<file path="config.mk">
export PLATFORM = sky130hd
export DESIGN_NAME = gnss_binary_frame_parser
export DESIGN_NICKNAME = d
export VERILOG_FILES = /design/src/rtl/gbfp_pkg.sv /design/src/rtl/gnss_binary_frame_parser.sv /design/src/rtl/gbfp_front.sv /design/src/rtl/gbfp_queue.sv /design/src/rtl/gbfp_back.sv
export SDC_FILE = /design/constraint.sdc
export NUM_CORES = 1
export LEC_CHECK = 0
export ABC_AREA = 0
export BUFFER_PORTS_ARGS = -buffer_cell sky130_fd_sc_hd__buf_2
export CAP_MARGIN = 10
export CELL_PAD_IN_SITES_DETAIL_PLACEMENT = 1
export CELL_PAD_IN_SITES_GLOBAL_PLACEMENT = 1
export CORE_ASPECT_RATIO = 1.25
export CORE_MARGIN = 8
export CORE_UTILIZATION = 33
export CTS_BUF_LIST = sky130_fd_sc_hd__clkbuf_2 sky130_fd_sc_hd__clkbuf_4 sky130_fd_sc_hd__clkbuf_8
export DETAILED_ROUTE_END_ITERATION = 10
export PLACE_DENSITY_LB_ADDON = 0.1
export SYNTH_ARGS = -nofsm -noshare
export SYNTH_HDL_FRONTEND = slang
export SYNTH_SLANG_ARGS = --single-unit
</file>
<file path="constraint.sdc">
create_clock -name clk -period 4.91 [get_ports clk]
set_input_delay 0.491 -clock clk [delete_from_list [all_inputs] [get_ports clk]]
set_output_delay 0.491 -clock clk [all_outputs]
set_load 0.02 [all_outputs]
</file>
<file path="src/rtl/gbfp_pkg.sv">
// gbfp_pkg: shared constants and types for the binary gnss frame parser
// result item layout, queue status and configuration write bundle
// no dependencies
package gbfp_pkg;

    localparam int ACCEPT_ENTRIES_DEFAULT = 12;
    localparam int QUEUE_DEPTH            = 4;
    localparam int QUEUE_AW               = $clog2(QUEUE_DEPTH);

    localparam int CFG_INDEX_W = 3;
    localparam int CFG_DATA_W  = 64;

    // register indexes
    localparam logic [CFG_INDEX_W-1:0] REG_ACCEPT_LOW  = 3'd0;
    localparam logic [CFG_INDEX_W-1:0] REG_ACCEPT_MID  = 3'd1;
    localparam logic [CFG_INDEX_W-1:0] REG_ACCEPT_HIGH = 3'd2;
    localparam logic [CFG_INDEX_W-1:0] REG_ACCEPT_CNT  = 3'd3;
    localparam logic [CFG_INDEX_W-1:0] REG_MAX_PAYLOAD = 3'd4;

    localparam logic [15:0] MAX_PAYLOAD_RESET = 16'd498;

    localparam logic [7:0] SYNC_FIRST  = 8'hB5;
    localparam logic [7:0] SYNC_SECOND = 8'h62;

    // item kinds
    localparam logic [2:0] KIND_PAYLOAD  = 3'd0;
    localparam logic [2:0] KIND_GOOD     = 3'd1;
    localparam logic [2:0] KIND_BAD      = 3'd2;
    localparam logic [2:0] KIND_UNKNOWN  = 3'd3;
    localparam logic [2:0] KIND_TOO_LONG = 3'd4;

    typedef struct packed {
        logic [2:0]  item_kind;
        logic [7:0]  data_byte;
        logic [15:0] byte_index;
        logic [7:0]  frame_class;
        logic [7:0]  frame_id;
        logic [15:0] frame_length;
        logic        frame_end;
    } res_item_t;

    typedef struct packed {
        logic full;
        logic empty;
    } q_stat_t;

    typedef struct packed {
        logic                   valid;
        logic [CFG_INDEX_W-1:0] index;
        logic [CFG_DATA_W-1:0]  data;
    } cfg_wr_t;

endpackage

</file>
<file path="src/rtl/gnss_binary_frame_parser.sv">
// gnss_binary_frame_parser: sync/class/id/length/payload/fletcher-8 frame parser
// a result word is written into the result queue and then loaded into the output register before it is offered
// throughput: one byte per cycle while the result queue is not full, set by the byte-wide parser state machine
// a four-word result queue absorbs output stalls; input stalls only while it is full
// reset: parser hunts for sync, queue and output empty, config at reset values
// depends on gbfp_pkg, gbfp_front, gbfp_queue, gbfp_back
module gnss_binary_frame_parser #(
    parameter int ACCEPT_ENTRIES = gbfp_pkg::ACCEPT_ENTRIES_DEFAULT
) (
    input  logic                              clk,
    input  logic                              rst_n,
    input  logic                              cfg_valid,
    output logic                              cfg_ready,
    input  logic [gbfp_pkg::CFG_INDEX_W-1:0]  cfg_index,
    input  logic [gbfp_pkg::CFG_DATA_W-1:0]   cfg_data,
    input  logic                              s_tvalid,
    output logic                              s_tready,
    input  logic [7:0]                        s_tdata,   // rx_byte
    output logic                              m_tvalid,
    input  logic                              m_tready,
    // data_byte[7:0], byte_index[23:8], frame_class[31:24], frame_id[39:32],
    // frame_length[55:40]
    output logic [55:0]                       m_tdata,
    output logic [2:0]                        m_tuser,   // item_kind
    output logic                              m_tlast    // frame_end
);
    import gbfp_pkg::*;

    cfg_wr_t   cfg;
    q_stat_t   q_stat;
    res_item_t push_item;
    res_item_t head_item;
    logic      q_push;
    logic      q_pop;

    assign cfg_ready  = 1'b1;
    assign cfg.valid  = cfg_valid;
    assign cfg.index  = cfg_index;
    assign cfg.data   = cfg_data;

    gbfp_front #(
        .ACCEPT_ENTRIES (ACCEPT_ENTRIES)
    ) u_front (
        .clk       (clk),
        .rst_n     (rst_n),
        .cfg       (cfg),
        .s_tvalid  (s_tvalid),
        .s_tready  (s_tready),
        .s_tdata   (s_tdata),
        .q_stat    (q_stat),
        .push      (q_push),
        .push_item (push_item)
    );

    gbfp_queue u_queue (
        .clk       (clk),
        .rst_n     (rst_n),
        .push      (q_push),
        .push_item (push_item),
        .pop       (q_pop),
        .head_item (head_item),
        .q_stat    (q_stat)
    );

    gbfp_back u_back (
        .clk       (clk),
        .rst_n     (rst_n),
        .head_item (head_item),
        .q_stat    (q_stat),
        .pop       (q_pop),
        .m_tvalid  (m_tvalid),
        .m_tready  (m_tready),
        .m_tdata   (m_tdata),
        .m_tuser   (m_tuser),
        .m_tlast   (m_tlast)
    );

    // a word enters the queue only on an accepted byte and never into a full queue
    a_push_ok: assert property (@(posedge clk) disable iff (!rst_n)
        q_push |-> (s_tvalid && s_tready && !q_stat.full))
        else $error("result pushed without an accepted byte or into a full queue");

    a_pop_ok: assert property (@(posedge clk) disable iff (!rst_n)
        q_pop |-> !q_stat.empty)
        else $error("pop from an empty queue");

    // only payload words leave with tlast low
    a_last_kind: assert property (@(posedge clk) disable iff (!rst_n)
        m_tvalid |-> (m_tlast == (m_tuser != KIND_PAYLOAD)))
        else $error("tlast does not match the item kind");

    a_status_zero: assert property (@(posedge clk) disable iff (!rst_n)
        (m_tvalid && m_tlast) |-> (m_tdata[23:0] == 24'd0))
        else $error("status word carries payload data or index");

endmodule

</file>
<file path="src/rtl/gbfp_front.sv">
// gbfp_front: byte-wide frame parser with checksum, accept table and length check
// holds the configuration registers and pushes result items into the queue
// depends on gbfp_pkg
module gbfp_front #(
    parameter int ACCEPT_ENTRIES = gbfp_pkg::ACCEPT_ENTRIES_DEFAULT
) (
    input  logic                  clk,
    input  logic                  rst_n,
    input  gbfp_pkg::cfg_wr_t     cfg,
    input  logic                  s_tvalid,
    output logic                  s_tready,
    input  logic [7:0]            s_tdata,
    input  gbfp_pkg::q_stat_t     q_stat,
    output logic                  push,
    output gbfp_pkg::res_item_t   push_item
);
    import gbfp_pkg::*;

    localparam logic [2:0] PH_HUNT   = 3'd0;
    localparam logic [2:0] PH_SYNC2  = 3'd1;
    localparam logic [2:0] PH_CLASS  = 3'd2;
    localparam logic [2:0] PH_ID     = 3'd3;
    localparam logic [2:0] PH_LEN_LO = 3'd4;
    localparam logic [2:0] PH_LEN_HI = 3'd5;
    localparam logic [2:0] PH_BODY   = 3'd6;

    logic [15:0] entry_reg [ACCEPT_ENTRIES];
    logic [3:0]  acc_cnt_reg;
    logic [15:0] max_len_reg;

    logic [2:0]  phase_reg, phase_next;
    logic [7:0]  sum_a_reg, sum_a_next;
    logic [7:0]  sum_b_reg, sum_b_next;
    logic [7:0]  class_reg, class_next;
    logic [7:0]  id_reg, id_next;
    logic [15:0] len_reg, len_next;
    logic [16:0] body_reg, body_next;
    logic [7:0]  ck_a_reg, ck_a_next;

    logic [ACCEPT_ENTRIES-1:0] hit;
    logic        accepted;
    logic [7:0]  sa_add, sb_add;
    logic [15:0] new_len;
    logic        in_fire;

    // configuration writes
    for (genvar e = 0; e < ACCEPT_ENTRIES; e++) begin : g_entry
        localparam logic [CFG_INDEX_W-1:0] WORD_IDX = CFG_INDEX_W'(e / 4);
        localparam int LANE = (e % 4) * 16;
        always_ff @(posedge clk or negedge rst_n)
        begin
            if (!rst_n)
            begin
                entry_reg[e] <= '0;
            end
            else if (cfg.valid && cfg.index == REG_ACCEPT_LOW + WORD_IDX)
            begin
                entry_reg[e] <= cfg.data[LANE +: 16];
            end
        end
        // entry e is live when it lies below the configured count
        assign hit[e] = (4'(e) < acc_cnt_reg) && (entry_reg[e] == {class_reg, s_tdata});
    end

    always_ff @(posedge clk or negedge rst_n)
    begin
        if (!rst_n)
        begin
            acc_cnt_reg <= '0;
            max_len_reg <= MAX_PAYLOAD_RESET;
        end
        else if (cfg.valid)
        begin
            case (cfg.index)
                REG_ACCEPT_CNT:  acc_cnt_reg <= cfg.data[3:0];
                REG_MAX_PAYLOAD: max_len_reg <= cfg.data[15:0];
                default: ;
            endcase
        end
    end

    assign accepted = (acc_cnt_reg == 4'd0) || (|hit);
    assign sa_add   = sum_a_reg + s_tdata;
    assign sb_add   = sum_b_reg + sa_add;
    assign new_len  = {s_tdata, len_reg[7:0]};
    assign s_tready = !q_stat.full;
    assign in_fire  = s_tvalid && s_tready;

    always_comb
    begin
        phase_next = phase_reg;
        sum_a_next = sum_a_reg;
        sum_b_next = sum_b_reg;
        class_next = class_reg;
        id_next    = id_reg;
        len_next   = len_reg;
        body_next  = body_reg;
        ck_a_next  = ck_a_reg;
        push       = 1'b0;
        push_item.item_kind    = KIND_PAYLOAD;
        push_item.data_byte    = '0;
        push_item.byte_index   = '0;
        push_item.frame_class  = class_reg;
        push_item.frame_id     = id_reg;
        push_item.frame_length = len_reg;
        push_item.frame_end    = 1'b1;

        if (in_fire)
        begin
            case (phase_reg)
                PH_HUNT:
                begin
                    if (s_tdata == SYNC_FIRST)
                    begin
                        phase_next = PH_SYNC2;
                    end
                end
                PH_SYNC2:
                begin
                    // frame state is already clear while hunting
                    phase_next = (s_tdata == SYNC_SECOND) ? PH_CLASS : PH_HUNT;
                end
                PH_CLASS:
                begin
                    sum_a_next = sa_add;
                    sum_b_next = sb_add;
                    class_next = s_tdata;
                    phase_next = PH_ID;
                end
                PH_ID:
                begin
                    if (accepted)
                    begin
                        sum_a_next = sa_add;
                        sum_b_next = sb_add;
                        id_next    = s_tdata;
                        phase_next = PH_LEN_LO;
                    end
                    else
                    begin
                        push = 1'b1;
                        push_item.item_kind    = KIND_UNKNOWN;
                        push_item.frame_id     = s_tdata;
                        push_item.frame_length = '0;
                        phase_next = PH_HUNT;
                        sum_a_next = '0;
                        sum_b_next = '0;
                        class_next = '0;
                    end
                end
                PH_LEN_LO:
                begin
                    sum_a_next = sa_add;
                    sum_b_next = sb_add;
                    len_next   = {8'd0, s_tdata};
                    phase_next = PH_LEN_HI;
                end
                PH_LEN_HI:
                begin
                    if (new_len > max_len_reg)
                    begin
                        push = 1'b1;
                        push_item.item_kind    = KIND_TOO_LONG;
                        push_item.frame_length = new_len;
                        phase_next = PH_HUNT;
                        sum_a_next = '0;
                        sum_b_next = '0;
                        class_next = '0;
                        id_next    = '0;
                        len_next   = '0;
                    end
                    else
                    begin
                        sum_a_next = sa_add;
                        sum_b_next = sb_add;
                        len_next   = new_len;
                        body_next  = '0;
                        phase_next = PH_BODY;
                    end
                end
                PH_BODY:
                begin
                    if (body_reg < {1'b0, len_reg})
                    begin
                        sum_a_next = sa_add;
                        sum_b_next = sb_add;
                        push = 1'b1;
                        push_item.item_kind  = KIND_PAYLOAD;
                        push_item.data_byte  = s_tdata;
                        push_item.byte_index = body_reg[15:0];
                        push_item.frame_end  = 1'b0;
                        body_next = body_reg + 17'd1;
                    end
                    else if (body_reg == {1'b0, len_reg})
                    begin
                        ck_a_next = s_tdata;
                        body_next = body_reg + 17'd1;
                    end
                    else
                    begin
                        push = 1'b1;
                        push_item.item_kind = (sum_a_reg == ck_a_reg && sum_b_reg == s_tdata)
                                              ? KIND_GOOD : KIND_BAD;
                        phase_next = PH_HUNT;
                        sum_a_next = '0;
                        sum_b_next = '0;
                        class_next = '0;
                        id_next    = '0;
                        len_next   = '0;
                        body_next  = '0;
                        ck_a_next  = '0;
                    end
                end
                default:
                begin
                    phase_next = PH_HUNT;
                    sum_a_next = '0;
                    sum_b_next = '0;
                    class_next = '0;
                    id_next    = '0;
                    len_next   = '0;
                    body_next  = '0;
                    ck_a_next  = '0;
                end
            endcase
        end
    end

    always_ff @(posedge clk or negedge rst_n)
    begin
        if (!rst_n)
        begin
            phase_reg <= PH_HUNT;
            sum_a_reg <= '0;
            sum_b_reg <= '0;
            class_reg <= '0;
            id_reg    <= '0;
            len_reg   <= '0;
            body_reg  <= '0;
            ck_a_reg  <= '0;
        end
        else
        begin
            phase_reg <= phase_next;
            sum_a_reg <= sum_a_next;
            sum_b_reg <= sum_b_next;
            class_reg <= class_next;
            id_reg    <= id_next;
            len_reg   <= len_next;
            body_reg  <= body_next;
            ck_a_reg  <= ck_a_next;
        end
    end

endmodule

</file>
<file path="src/rtl/gbfp_queue.sv">
// gbfp_queue: short result queue between the parser and the output stage
// small register array with read and write pointers and a fill count
// depends on gbfp_pkg
module gbfp_queue (
    input  logic                  clk,
    input  logic                  rst_n,
    input  logic                  push,
    input  gbfp_pkg::res_item_t   push_item,
    input  logic                  pop,
    output gbfp_pkg::res_item_t   head_item,
    output gbfp_pkg::q_stat_t     q_stat
);
    import gbfp_pkg::*;

    res_item_t            mem [QUEUE_DEPTH];
    logic [QUEUE_AW-1:0]  wr_ptr_reg, wr_ptr_next;
    logic [QUEUE_AW-1:0]  rd_ptr_reg, rd_ptr_next;
    logic [QUEUE_AW:0]    count_reg, count_next;

    always_ff @(posedge clk)
    begin
        if (push)
        begin
            mem[wr_ptr_reg] <= push_item;
        end
    end

    assign head_item    = mem[rd_ptr_reg];
    assign q_stat.full  = (count_reg == (QUEUE_AW+1)'(QUEUE_DEPTH));
    assign q_stat.empty = (count_reg == '0);

    always_comb
    begin
        wr_ptr_next = push ? wr_ptr_reg + 1'b1 : wr_ptr_reg;
        rd_ptr_next = pop  ? rd_ptr_reg + 1'b1 : rd_ptr_reg;
        count_next  = count_reg;
        if (push && !pop)
        begin
            count_next = count_reg + 1'b1;
        end
        else if (pop && !push)
        begin
            count_next = count_reg - 1'b1;
        end
    end

    always_ff @(posedge clk or negedge rst_n)
    begin
        if (!rst_n)
        begin
            wr_ptr_reg <= '0;
            rd_ptr_reg <= '0;
            count_reg  <= '0;
        end
        else
        begin
            wr_ptr_reg <= wr_ptr_next;
            rd_ptr_reg <= rd_ptr_next;
            count_reg  <= count_next;
        end
    end

endmodule

</file>
<file path="src/rtl/gbfp_back.sv">
// gbfp_back: output register that drains the result queue onto the master stream
// packs the result item into tdata, tuser and tlast
// depends on gbfp_pkg
module gbfp_back (
    input  logic                  clk,
    input  logic                  rst_n,
    input  gbfp_pkg::res_item_t   head_item,
    input  gbfp_pkg::q_stat_t     q_stat,
    output logic                  pop,
    output logic                  m_tvalid,
    input  logic                  m_tready,
    output logic [55:0]           m_tdata,
    output logic [2:0]            m_tuser,
    output logic                  m_tlast
);
    import gbfp_pkg::*;

    logic      valid_reg, valid_next;
    res_item_t item_reg;

    // refill whenever the register is empty or its word leaves this cycle
    assign pop = !q_stat.empty && (!valid_reg || m_tready);

    always_comb
    begin
        valid_next = valid_reg;
        if (pop)
        begin
            valid_next = 1'b1;
        end
        else if (m_tready)
        begin
            valid_next = 1'b0;
        end
    end

    always_ff @(posedge clk or negedge rst_n)
    begin
        if (!rst_n)
        begin
            valid_reg <= 1'b0;
        end
        else
        begin
            valid_reg <= valid_next;
        end
    end

    always_ff @(posedge clk)
    begin
        if (pop)
        begin
            item_reg <= head_item;
        end
    end

    assign m_tvalid = valid_reg;
    assign m_tdata  = {item_reg.frame_length, item_reg.frame_id, item_reg.frame_class,
                       item_reg.byte_index, item_reg.data_byte};
    assign m_tuser  = item_reg.item_kind;
    assign m_tlast  = item_reg.frame_end;

endmodule

</file>
# Word-level counts from Yosys, hierarchy flattened
# Memories as Yosys holds them, arrays and structs flattened. A register that Yosys moved wholly into a read port is not among the register bits.
# Cells that the tools add are included.
# Widths: inputs -> output; s select.
[totals]
regBits = 296
mem_bits_rw = 240
wordCells = 203
mem_count = 1
[op_classes]
addsub = 7
n_lt_le_gt_ge = 14
eq_ne = 36
mux = 61
n_bitwise = 6
n_reduce_logical = 51
[mem_list]
columns = ["memory", "depth", "width", "rd", "rd_clocked_by_memory_dff", "wr", "line_no", "rtl"]
rows = [
  ["u_queue.mem", 4, 60, 1, 1, 1, "gbfp_queue.sv:15", "res_item_t mem [QUEUE_DEPTH];"],
]
[ops]
columns = ["operator", "n"]
rows = [
  ["$eq 16x16->1", 12],
  ["$pmux 8 s5", 3],
  ["$mux 8", 14],
  ["$mux 24", 3],
  ["$mux 16", 4],
  ["$pmux 16 s4", 1],
  ["$mux 17", 3],
  ["$pmux 17 s3", 1],
  ["$pmux 16 s2", 1],
  ["$pmux 8 s4", 1],
  ["$mux 3", 10],
  ["$mux 27", 1],
  ["$mux 25", 1],
  ["$pmux 3 s7", 1],
  ["$logic_and 1x1->1", 20],
  ["$add 17x1->17 const B", 1],
  ["$eq 17x16->1", 1],
  ["$lt 17x16->1", 1],
  ["$add 8x8->8", 2],
  ["$eq 8x8->1", 2],
  ["$gt 16x16->1", 1],
  ["$lt 3x4->1 const A", 4],
  ["$lt 4x4->1 const A", 4],
  ["$pmux 8 s2", 1],
  ["34 further kinds", 82],
]

# Depth between registers and ports, before layout
# Gate-level depths: netlist (run 1).
[depth]
word_depth = 11
depth_mapped = 16
depth_no_buf = 15

# Cells and area by module
# A second synthesis (run 1) with hierarchy kept.
[unflattened]
cells_unflattened = 1867
area_unflattened_um2 = 26710.6
[by_module_without_submodules]
columns = ["mod", "instances", "cells_per_inst", "area_each_um2", "seq_area_each_um2"]
rows = [
  ["gbfp_front", 1, 1452, 15726.3, 7214.4],
  ["gbfp_queue", 1, 348, 9121.2, 7382.1],
  ["gbfp_back", 1, 65, 1851.8, 1826.8],
  ["gnss_binary_frame_parser", 1, 2, 11.3, 0.0],
]

# Least setup slack after synthesis (run 1)
# No wires, ideal clock.
[synth_timing]
path_kind = "input to register"
startpoint = "input m_tready"
endpoint = "register u_queue.count_reg[1]"
setup_ns = 0.125
t_arrival_ns = 4.816
required_time_ns = 4.785
setup_slack_ns = -0.031
cell_stages = 7
path_buffers = 0
path_cell_list = "inv_1 > a21oi_1 > inv_1 > ha_1 > inv_1 > fa_1 > mux2_2"
[synth_between]
elab_chain_cells = 5
[synth_lines]
columns = ["item", "line_no", "rtl"]
rows = [
  ["from (decl)", "gnss_binary_frame_parser.sv:20", "input logic m_tready,"],
  ["$logic_or 1x1->1", "gbfp_back.sv:22", "assign pop = !q_stat.empty && (!valid_reg || m_tready);"],
  ["$logic_and 1x1->1", "gbfp_back.sv:22", ""],
  ["net q_pop", "gnss_binary_frame_parser.sv:34", "logic q_pop;"],
  ["$logic_not 1->1", "gbfp_queue.sv:37", "if (push && !pop)"],
  ["$logic_and 1x1->1", "gbfp_queue.sv:37", ""],
  ["$mux 3", "gbfp_queue.sv:37", ""],
  ["net u_queue.count_next[1]", "gbfp_queue.sv:18", "logic [QUEUE_AW:0] count_reg, count_next;"],
  ["to (signal assigned)", "gbfp_queue.sv:59", "count_reg <= count_next;"],
  ["to (decl)", "gbfp_queue.sv:18", ""],
]
# The timed path passes the listed nets, and every way through them passes these cells.
# A chain may end at the register's enable or synchronous reset.

==> results of run 1 <==
==> per-layer routing <==
layer	global-route usage, %	vias up	wire [µm]
li1	-	7514	-
met1	20.6	8632	32000
met2	32.6	309	43300
met3	2.71	133	2830
met4	6.68	0	2550
met5	0	-	0
==> area by class of cell <==
| cell class | count | area, µm² |
|---|---|---|
| diodes | 5 | 12.5 |
| inverters | 71 | 267 |
| well taps | 1071 | 1340 |
| flip-flops and latches | 596 | 16400 |
| fillers | 8532 | 49700 |
| clock buffers | 159 | 1960 |
| clock inverters | 25 | 163 |
| multi-input cells | 1140 | 9910 |
| repair buffers | 238 | 1630 |
==> stage by stage <==
step | setup slack (ns) | cells | utilization, %
after global placement | 0.633 | 3077 | 35.9
after global routing | 0.469 | 3305 | 39.0
after floorplan | 0.834 | 1910 | -
final | 0.859 | 3305 | 39.0
after CTS | 0.704 | 3300 | 38.9
after detailed placement | 0.554 | 3078 | 35.9
==> critical path, cell delays in order, from the launching register on <==
cell and delay, ns:
dfrtp_1 0.69, buf_4 0.34, xor2_1 0.23, nor4_1 0.07, and3_1 0.18, a22oi_1 0.21
nand3_2 0.19, nor4_4 0.67, and2_1 0.77, o21ai_0 0.33
==> cells in the mapped netlist, types with 5 or more instances <==
master / number
xnor2_1: 85
nand4b_1: 5
mux2i_1: 9
a22o_1: 30
dfrtp_1: 290
clkbuf_1: 49
edfxtp_1: 300
mux4_2: 60
and3_1: 12
a21o_1: 6
nand4_1: 41
xor2_1: 147
mux2_2: 198
nand2_1: 91
nor4_1: 51
buf_1: 11
a21oi_1: 27
a211oi_1: 5
buf_6: 12
nand3_1: 36
nor2_1: 45
o21ai_0: 82
and2_1: 30
buf_2: 20
inv_1: 71
buf_4: 11
ha_1: 52
dfstp_2: 6
nor3_1: 24
nand2b_1: 14
nor2b_1: 6
==> where the power goes <==
part	leakage (nW)	internal [mW]	switching, mW
clock network	1.14	2.58	2.06
logic	5.00	1.26	1.44
registers	6.54	5.96	0.590
total	12.7	9.80	4.10
==> timing repair <==
item | CTS | global route
gates resized for setup | 0 | 0
hold endpoints to repair | 197 | 0
buffers inserted | 0 | 0
hold buffers | 38 | 0
==> cells by family (layout without fill, tap and decap cells) <==
| logic type | count (synthesis) | count (layout) | share of synthesized area, % |
|---|---|---|---|
| compound gates | 199 | 199 | 4.90 |
| xor+xnor | 232 | 232 | 7.50 |
| fa+ha+maj | 55 | 55 | 2.62 |
| buf+inv | 174 | 493 | 2.99 |
| flops | 596 | 596 | 60.6 |
| mux | 268 | 268 | 13.6 |
| other cells | 1 | 6 | 0.0138 |
| simple gates | 385 | 385 | 7.72 |
==> worst max path at each step <==
stage                                                  start                               end  cells past startpoint
after floorplan           u_front.max_len_reg[1]$_DFFE_PN1P_       u_queue.mem[0][0]$_DFFE_PP_                     10
after global placement                            s_tdata[4]  u_queue.count_reg[2]$_DFFE_PN0P_                     14
after detailed placement                          s_tdata[7]      u_queue.mem[1][17]$_DFFE_PP_                     10
after CTS                   u_front.class_reg[3]$_DFFE_PN0P_      u_queue.mem[1][17]$_DFFE_PP_                      9
after global routing        u_front.class_reg[6]$_DFFE_PN0P_      u_queue.mem[1][17]$_DFFE_PP_                      9
final                       u_front.class_reg[6]$_DFFE_PN0P_      u_queue.mem[1][17]$_DFFE_PP_                      9
==> cells in the final DEF, fill, tap and decap left out, types with 71 or more instances in the layout <==
master and instances:
buf_2 140, clkbuf_8 122, dfrtp_1 288, edfxtp_1 300
inv_1 71, mux2_2 198, nand2_1 91, o21ai_0 82
xnor2_1 85, xor2_1 147
==> results_dict.tcl, run 1 <==
set metrics [dict create \
    setup_tns_ns 0 \
    fp.dieW_um 272 \
    area_delta_synth_final_pct 17.1 \
    cp.required_ns 5.27 \
    synth_area_leaders "edfxtp_1, dfrtp_1, mux2_2, mux4_2, xor2_1" \
    drt-initial-drc-count 712 \
    synth-edff-count 300 \
    power_mw 13.9 \
    rows 117 \
    fin_nets 2283 \
    reg2reg_to "u_queue.mem[1][17]$_DFFE_PP_" \
    finalCritPeriodShare_pct 82.5 \
    cp_max_fo 16 \
    async_flop_share_pct 49.7 \
    hold_depth 2 \
    drt-wirelength-per-cell_um 24.4 \
    ioPinCount 143 \
    hold_slack_ns 0.0672 \
    ys_seq_area_share_pct 60.6 \
    grt_pass1_wl_mm 123 \
    stdcell_area_mm2 0.0317 \
    dp_hpwl_mm 57.0 \
    yosysWarnings 0 \
    drc 0 \
    arrival_ns 4.41 \
    post_dp_cell_area_mm2 0.0292 \
    ctsHtreeMaxLevel 3 \
    grt_pass1_vias 18700 \
    yosysTopAreaCellShare_pct 33.3 \
    path_class "reg2reg" \
    regToRegSetupSlack_ns 0.86 \
    slew_viol_final 0 \
    portBuffers 141 \
    largest_register_ffs 240 \
    die_area_mm2 0.0915 \
    timing.fmax_ghz 0.247 \
    viasPerCell 5.02 \
    syn_area_mm2 0.0271 \
    die_y_um 336 \
    initial_core_util_pct 33.3 \
    worst_pin_slew_ns 1.08 \
    p_leak_nw 12.7 \
    crit_path_start_kind "flop" \
    grt_max_degree 105 \
    postSynthCellCount 1910 \
    outcome "completed" \
    core_mm2 0.0814 \
    power_density_mw_per_mm2 438 \
    clk_latency_ns 0.73 \
    drtAntennaViolNets 0 \
    setup_viol 0 \
    path_clk_slew_ns 0.06 \
    critPathCaptureType "flop" \
    routabilityCongestion 0.827 \
    wirelength_mm 80.7 \
    synth_seq_cells 596 \
    synth_ff_type "edfxtp_1" \
    hold_start "cfg_data[22]" \
    syn-num-nets 2045 \
    clock_skew_ns 0.0432 \
    dr.pass1.iters 4 \
    grtUsageTotal_pct 17.7 \
    r2r-start "u_front.class_reg[6]$_DFFE_PN0P_" \
    rsz0062_at_grt "no" \
    fin_crit_ns 4.05 \
    vias 16600 \
    clkSinkCount 596 \
    hp-class "in2reg" \
    clock_path_buffers 3 \
    synth_cell_type_count 76 \
    antenna_found_initial 2 \
    grt-ovfl-total 0 \
    numCtsBuffers 101 \
    cts_tree "built" \
    r2r_cells 9 \
    cts_root_buf "clkbuf_8" \
    maxCapViolCount 0 \
    slew-limit-headroom_pct 27.8 \
    synth_top_area_cell "edfxtp_1" \
    hold_path_end "u_front.entry_reg[166]$_DFFE_PN0P_" \
    synth.avg_cell_area_um2 14.2 \
    drive_gt1_share_pct 30.0 \
    hold_viol_final 0 \
    peakVddDrop_uv 188 \
]
(Power assumes the default switching activity.)
==> inputs of run 2 (changes only) <==
- clock period: 4.91 -> 4.2 ns (I/O delays scaled with it)
==> run 2 against run 1 <==
Critical endpoint is now u_queue.mem[0][17]$_DFFE_PP_. Clock skew fell by 0.0018 ns. Total power increased by 18%. Clock power increased by 19%. Count of clock-buffer cells in the layout down 10.
==> results_dict.tcl, run 2 (synthesis results as in run 1) <==
set metrics [dict create \
    drc 0 \
    path_class "reg2reg" \
    critPathCaptureType "flop" \
    switching_share_pct 29.1 \
    wirelength_mm 80.5 \
    maxCapViolCount 0 \
    peakVddDrop_uv 267 \
    portBuffers 141 \
    grt_max_degree 108 \
    drtAntennaViolNets 0 \
    grt_pass1_vias 19100 \
    viasPerCell 4.98 \
    post_dp_cell_area_mm2 0.0296 \
    fin_nets 2337 \
    outcome "completed" \
    cp.required_ns 4.55 \
    ctsHtreeMaxLevel 3 \
    routed.top_layer "met4" \
    vias 16700 \
    routabilityCongestion 0.859 \
    cts_tree "built" \
    p_leak_nw 13.0 \
    path_clk_slew_ns 0.06 \
    die_area_mm2 0.0915 \
    ioPinCount 143 \
    numCtsBuffers 100 \
    fillers 8509 \
    comb_power_share_pct 20.2 \
    grt-ovfl-total 0 \
    dr.pass1.iters 4 \
    power_switching_mw 4.76 \
    clk_latency_ns 0.72 \
    clock_skew_ns 0.0414 \
    power_density_mw_per_mm2 507 \
    antenna_found_initial 3 \
    core_mm2 0.0814 \
    layout_commonest_cell "edfxtp_1" \
    finalCritPeriodShare_pct 88.7 \
    grt_pass1_wl_mm 122 \
    dpl.cell_count 3117 \
    rows 117 \
    path_delay_family "simple AND/OR/NAND/NOR gates" \
    cp_max_fo 11 \
    post-route-util_pct 39.7 \
    worst_pin_slew_ns 0.931 \
    setup_viol 0 \
    die_y_um 336 \
    p_seq_share_pct 46.0 \
    hold_viol_final 0 \
    drt-initial-drc-count 724 \
    fp.dieW_um 272 \
    clock_path_buffers 3 \
    grtUsageTotal_pct 17.6 \
    initial_core_util_pct 33.3 \
    hold_depth 2 \
    area_delta_synth_final_pct 19.2 \
    drive_gt1_share_pct 30.9 \
    arrival_ns 4.07 \
    met2_length_mm 43.7 \
    fin_cells 3359 \
    dp_hpwl_mm 58.4 \
    regArea_mm2 0.0164 \
    crit_path_max_incr_delay_ns 0.74 \
    cts_root_buf "clkbuf_8" \
    fin_crit_ns 3.73 \
    clkSinkCount 596 \
    met3_length_mm 2.89 \
    setup_tns_ns 0 \
    crit_path_start_kind "flop" \
    largest_register_ffs 240 \
    slew_viol_final 0 \
    clkPwrFrac_pct 33.9 \
    crit_chain "xor2_1 -> nor4_1 -> nand4_1 -> o32ai_1 -> a311o_2 -> nor4_4 -> buf_4 -> and2_1 -> o21ai_0" \
    post-cts-setup-buffer-count 0 \
    path_buf_inv 1 \
    crit_cells 9 \
    rsz0062_at_grt "no" \
    r2r_cells 9 \
    hp-class "in2reg" \
    stdcell_area_mm2 0.0323 \
    drt-wirelength-per-cell_um 24.0 \
    power_mw 16.4 \
    wl_met1_mm 31.9 \
    cp_slowest_cell "dfrtp_1" \
    multiInputGateArea_mm2 0.00991 \
    ctsResizeCount 0 \
    slew-limit-headroom_pct 37.8 \
    timing.fmax_ghz 0.268 \
    internal_power_mw 11.6 \
    layout_common_cells "edfxtp_1, dfrtp_1, mux2_2" \
]
==> run 2: cell types whose count changed in the layout (fill, tap and decap cells not counted), moves of 3 or more <==
cell           change
buf_4             +31
dlygate4sd3_1     +16
buf_12             +8
clkbuf_8           -7
clkinv_2           +6
bufinv_16          +4
clkbuf_4           -3
==> run 2: layer usage <==
metal / global-route usage (%) / vias up
li1: - / 7632
met1: 20.1 / 8666
met2: 33.1 / 299
met3: 2.98 / 117
met4: 5.56 / 0
met5: 0 / -
==> run 2: layout make-up <==
class	count	share of cell area, %
inverter	71	0.825
antenna	5	0.0388
tap	1071	4.15
clock inverter	34	0.965
timing repair buffer	293	6.75
clock buffer	149	5.69
multi-input combinational	1140	30.7
sequential	596	50.9
==> run 2: what timing repair did <==
item | CTS | global route
hold buffers | 54 | 0
endpoints found under the hold margin | 253 | 0
setup endpoints to repair | 0 | 0
==> run 2: path summary, 6_finish.rpt <==
kind | slack [ns] | start | endpoint
max in group asynchronous | 2.77 | rst_n | u_front.entry_reg[83]$_DFFE_PN0P_
worst min-delay path | 0.07 | cfg_data[17] | u_front.entry_reg[33]$_DFFE_PN0P_
worst max register to register | 0.47 | u_front.class_reg[4]$_DFFE_PN0P_ | u_queue.mem[0][17]$_DFFE_PP_
worst max-delay path | 0.47 | u_front.class_reg[4]$_DFFE_PN0P_ | u_queue.mem[0][17]$_DFFE_PP_
worst min register to register | 0.50 | u_queue.count_reg[2]$_DFFE_PN0P_ | u_queue.count_reg[2]$_DFFE_PN0P_
min in group asynchronous | 0.38 | rst_n | u_front.entry_reg[78]$_DFFE_PN0P_
==> run 2: through the flow <==
step,setup WS [ns],hold slack [ns]
after floorplan,0.124,0.124
after global placement,0.335,0.484
after detailed placement,0.294,0.483
after CTS,0.371,0.00993
after global routing,0.206,0.00255
final,0.473,0.0662
==> run 2: worst register-to-register path, cell delays in order, from the launching register on <==
cell and delay (ns):
dfrtp_1 0.74, xor2_1 0.44, nor4_1 0.12, nand4_1 0.13, o32ai_1 0.14, a311o_2 0.44
nor4_4 0.32, buf_4 0.27, and2_1 0.43, o21ai_0 0.34
==> run 2: power by group through the flow <==
stage / registers [mW] / logic [mW] / clock network [mW]
finish: 7.52 / 3.30 / 5.54
global route: 7.62 / 3.61 / 5.98
CTS: 7.54 / 3.40 / 5.75
detailed placement: 7.66 / 3.35 / 0
global placement: 7.63 / 3.30 / 0
floorplan: 7.69 / 2.05 / 0
